$ cat config.mk
export PLATFORM = sky130hd
export DESIGN_NAME = mwmf_window
export DESIGN_NICKNAME = d
export VERILOG_FILES = /design/src/mwmf_pkg.sv /design/src/mwmf_window.sv
export SDC_FILE = /design/constraint.sdc
export NUM_CORES = 1
export LEC_CHECK = 0
export BUFFER_PORTS_ARGS = -buffer_cell sky130_fd_sc_hd__buf_2
export CAP_MARGIN = 20
export CORE_AREA = 3 3 354 356
export DETAILED_ROUTE_END_ITERATION = 8
export DIE_AREA = 0 0 357 359
export SLEW_MARGIN = 20
export SYNTH_ARGS = -nofsm -noshare
export SYNTH_HDL_FRONTEND = slang
export SYNTH_SLANG_ARGS = --single-unit
export TNS_END_PERCENT = 5
$ cat constraint.sdc
create_clock -name clk_i -period 0.8 [get_ports clk_i]
set_input_delay 0.08 -clock clk_i [delete_from_list [all_inputs] [get_ports clk_i]]
set_output_delay 0.08 -clock clk_i [all_outputs]
set_load 0.005 [all_outputs]
$ cat src/mwmf_pkg.sv
// shared constants and types for the masked window median filter
// no dependencies
`default_nettype none

package mwmf_pkg;

  localparam int unsigned MAX_KERNEL_DEF  = 7;
  localparam int unsigned MAX_LINE_DEF    = 1024;
  localparam int unsigned SAMPLE_BITS_DEF = 16;

  localparam int unsigned MASK_STRIDE  = 7;
  localparam int unsigned MAX_ROWS     = 4096;
  localparam int unsigned ROW_W        = 12;
  localparam int unsigned LINE_LEN_W   = 11;
  localparam int unsigned FRAME_ROWS_W = 13;
  localparam int unsigned KDIM_W       = 3;
  localparam int unsigned MASK_W       = 49;
  localparam int unsigned MASK_IDX_W   = 6;
  localparam int unsigned CFG_IDX_W    = 3;

  localparam logic [LINE_LEN_W-1:0]   LINE_LEN_RST   = 11'd1024;
  localparam logic [FRAME_ROWS_W-1:0] FRAME_ROWS_RST = 13'd1024;
  localparam logic [KDIM_W-1:0]       KDIM_RST       = 3'd3;
  localparam logic [MASK_W-1:0]       MASK_RST       = 49'd115591;

  typedef enum logic [CFG_IDX_W-1:0] {
    CFG_LINE_LENGTH = 3'd0,
    CFG_FRAME_ROWS  = 3'd1,
    CFG_KERNEL_COLS = 3'd2,
    CFG_KERNEL_ROWS = 3'd3,
    CFG_KERNEL_MASK = 3'd4
  } cfg_idx_e;

  typedef struct packed {
    logic emit;
    logic last;
  } pix_ctrl_t;

endpackage

`default_nettype wire

$ cat src/mwmf_window.sv
// window register array: shifts in one column per transfer
// depends on mwmf_pkg
`default_nettype none

module mwmf_window
  import mwmf_pkg::*;
#(
  parameter int unsigned MAX_KERNEL  = MAX_KERNEL_DEF,
  parameter int unsigned SAMPLE_BITS = SAMPLE_BITS_DEF
) (
  input  wire logic                                              clk_i,
  input  wire logic                                              rst_ni,
  input  wire logic                                              en_i,
  input  wire logic                                              col_valid_i,
  input  wire logic [MAX_KERNEL-1:0][SAMPLE_BITS-1:0]            col_i,
  input  wire pix_ctrl_t                                         ctrl_i,
  output logic                                                   win_valid_o,
  output logic                                                   win_last_o,
  output logic [MAX_KERNEL-1:0][MAX_KERNEL-1:0][SAMPLE_BITS-1:0] win_o
);

  logic [MAX_KERNEL-1:0][MAX_KERNEL-1:0][SAMPLE_BITS-1:0] win_q;
  logic                                                   v_q;
  logic                                                   last_q;

  always_ff @(posedge clk_i) begin
    if (en_i && col_valid_i) begin
      win_q[0] <= col_i;
      for (int c = 1; c < MAX_KERNEL; c++) begin
        win_q[c] <= win_q[c-1];
      end
      last_q <= ctrl_i.last;
    end
  end

  always_ff @(posedge clk_i or negedge rst_ni) begin
    if (!rst_ni) begin
      v_q <= 1'b0;
    end else if (en_i) begin
      v_q <= col_valid_i && ctrl_i.emit;
    end
  end

  assign win_valid_o = v_q;
  assign win_last_o  = last_q;
  assign win_o       = win_q;

endmodule

`default_nettype wire

==> run metrics <==
root buffer cell clkbuf_16; total power between 80 and 90 mW; Setup CP Type flop to output port; pre-CTS setup slack -0.5147 ns; worst min-delay path class primary input to flop; Max Freq 0.6875 GHz; number of antenna violations at the first check in global routing 14; failing checks setup timing; Synth Instances 789; Net Sw Power 18.97 mW; Max Clock Skew 0.01947 ns; Routed Antenna Nets 0; Hold Slack 0.1404 ns; slowest stage cell, crit path edfxtp_1; core area 0.1220 mm^2; # fillers 12,120; Die Span Y 359 um; Relative slew margins 77.71%; DR iter-0 viols 1,499; dpl cell area 0.03082 mm^2; synth warn 0; first-pass GRT wire length 111,600 um; Tot GR Track Use 12.49%; Worst EP required about 0.7 ns; CTS buffer count 83; setup TNS -384.29 ns; LEAKAGE 13.45 nW; Max VDD drop 1.679 mV; Min Clock Period, post-route 1.455 ns; DR WL/cell 22.63 um; GP Congestion 0.9451; H-Tree Depth 3; Initial Util about a fifth; clk slew on worst S/H paths 0.06 ns; Pint 70.40 mW; vias in the first global route 13,310; setup violators final 826; final worst slack -0.6545 ns; max_cap viols 0; Synth cell types 5; R2R depth 2; Die Span X 357 um; GRT overflow 0; PD cells 2520 mW/mm^2; period utilization 181.8%; post-route cell area 0.03547 mm^2; crit path DAT between 1 and 1.5 ns; final WL 83,430 um; Net Count, Synth 907; Yosys reg bits about 800; DIE AREA 0.1282 mm^2; Comb pwr share 4.8%; # DRC 0; later-pin clock latency in the skew report 0.65 ns; syn_area_per_cell approximately 30 um^2; sequential power share 53.9%; vias 13,800; sw frac 21.22%; status finished with violations; flop-to-flop setup slack -0.17 ns; sequential share of the synthesized area between 90% and 100%; RSZ-0062 raised after global routing true; Critical Path Start Type flop; final core utilization 29.06%; HPWL after detailed placement 65,000 um; CTS tree yes; crit-path max FO 2; Final Max Slew Viols 0; delay-heaviest family, CP flip-flops; Sink Count 786; reg2reg start win_o[149]; Hold Path Origin col_i[85]; mapped cell area 0.02362 mm^2; CP Capture Type output port; Port Buffers 903; CP peak stage delay roughly 0.54 ns; vias per std cell 3.744; Final Hold Viols 0; CP bufs+invs 1; P&R area growth vs syn 50.16%; clock network fraction of total power 41.3%; I/O pin cnt ~900; Cell Chain, Critical Path buf_6; DP Cell Count 3,377; Hold Path End win_o[85]; RR Endpoint win_o[261]; Final #Nets 2,114; slew of the pin with the lowest slew margin 0.3344 ns; hold depth 2; share of cells above drive strength 1 54.32%; drt pass-1 iters 5; clk buf depth 3; fin cells 3,687; row cnt 128; pin count of the biggest net entering global routing 58
worst register-to-register path, cell delays in order, from the launching register on:
cell and delay (ns):
edfxtp_1 0.41, buf_4 0.16, buf_8 0.13
how the worst max path moves through the flow:
stage | slack [ns] | from | depth (start not counted) | end
finish | -0.65 | win_o[179] | 1 | win_o[179]
global route | -0.74 | win_o[179] | 1 | win_o[179]
CTS | -0.75 | win_o[486] | 1 | win_o[486]
detailed placement | -0.51 | en_i | 4 | win_o[330]
global placement | -0.50 | en_i | 4 | win_o[540]
floorplan | -5.15 | col_valid_i | 1 | win_last_o
cells by family (layout without fill, tap and decap cells):
| group | count (synthesis) | in the layout | synth area share, % |
|---|---|---|---|
| flip-flops | 786 | 786 | 99.91 |
| AO/OA/AOI/OAI | 1 | 1 | 0.03709 |
| AND/OR/NAND/NOR | 1 | 1 | 0.03709 |
| buffers and inverters | 1 | 1270 | 0.01588 |
| other | 0 | 4 | 0 |
synthesized netlist by cell type:
cell,count,share of area [%]
dfrtp_1,1,0.11
inv_1,1,0.016
edfxtp_1,785,100
and2_4,1,0.037
a22o_1,1,0.037
placed cells by master (no fill, tap or decap), types with 2 or more instances in the layout:
| cell | n |
|---|---|
| buf_2 | 825 |
| buf_8 | 2 |
| dlygate4sd3_1 | 118 |
| buf_4 | 70 |
| clkinv_8 | 3 |
| clkinv_1 | 15 |
| clkinv_2 | 11 |
| clkbuf_16 | 84 |
| buf_6 | 91 |
| inv_6 | 2 |
| clkbuf_1 | 19 |
| inv_8 | 2 |
| diode_2 | 4 |
| bufinv_16 | 6 |
| clkinvlp_4 | 4 |
| edfxtp_1 | 785 |
| buf_12 | 16 |
layout make-up:
cell class | instances | area (um^2) | share of cell area (%)
sequential | 786 | 23600 | 66.54
timing repair buffer | 1122 | 7211 | 20.33
clock buffer | 103 | 2173 | 6.128
tap | 1625 | 2033 | 5.733
clock inverter | 44 | 419.2 | 1.182
multi-input combinational | 2 | 17.52 | 0.04939
antenna | 4 | 10.01 | 0.02822
inverter | 1 | 3.754 | 0.01058
power by group through the flow:
stage	Sequential [mW]	Clock (mW)	Combinational (mW)
CTS	48.2	37.9	4.22
floorplan	49.1	0	0.551
global route	48.3	39.6	4.53
global placement	49.0	0	3.49
detailed placement	49.1	0	3.52
finish	48.2	36.9	4.29
what timing repair did:
item | CTS | global route
pin swaps | 0 | 0
gates resized for setup | 85 | 34
hold buffers | 118 | 0
endpoints found under the setup margin | 809 | 820
buffers inserted | 27 | 14
hold endpoints to repair | 116 | 0
routing by layer:
metal  routed length (um)  global-route usage, %  vias up
li1                     -                      -     5677
met1                36040                  17.37     7169
met2                37760                  18.76      817
met3                 7645                  3.876      139
met4                 1973                  3.511        2
met5                   13                      0        -
flip-flops by register name (all words and copies together), names as in the netlist:
signal,flops
win_o,784
win_valid_o,1
win_last_o,1
No activity file was read; power rests on OpenSTA's default activity.
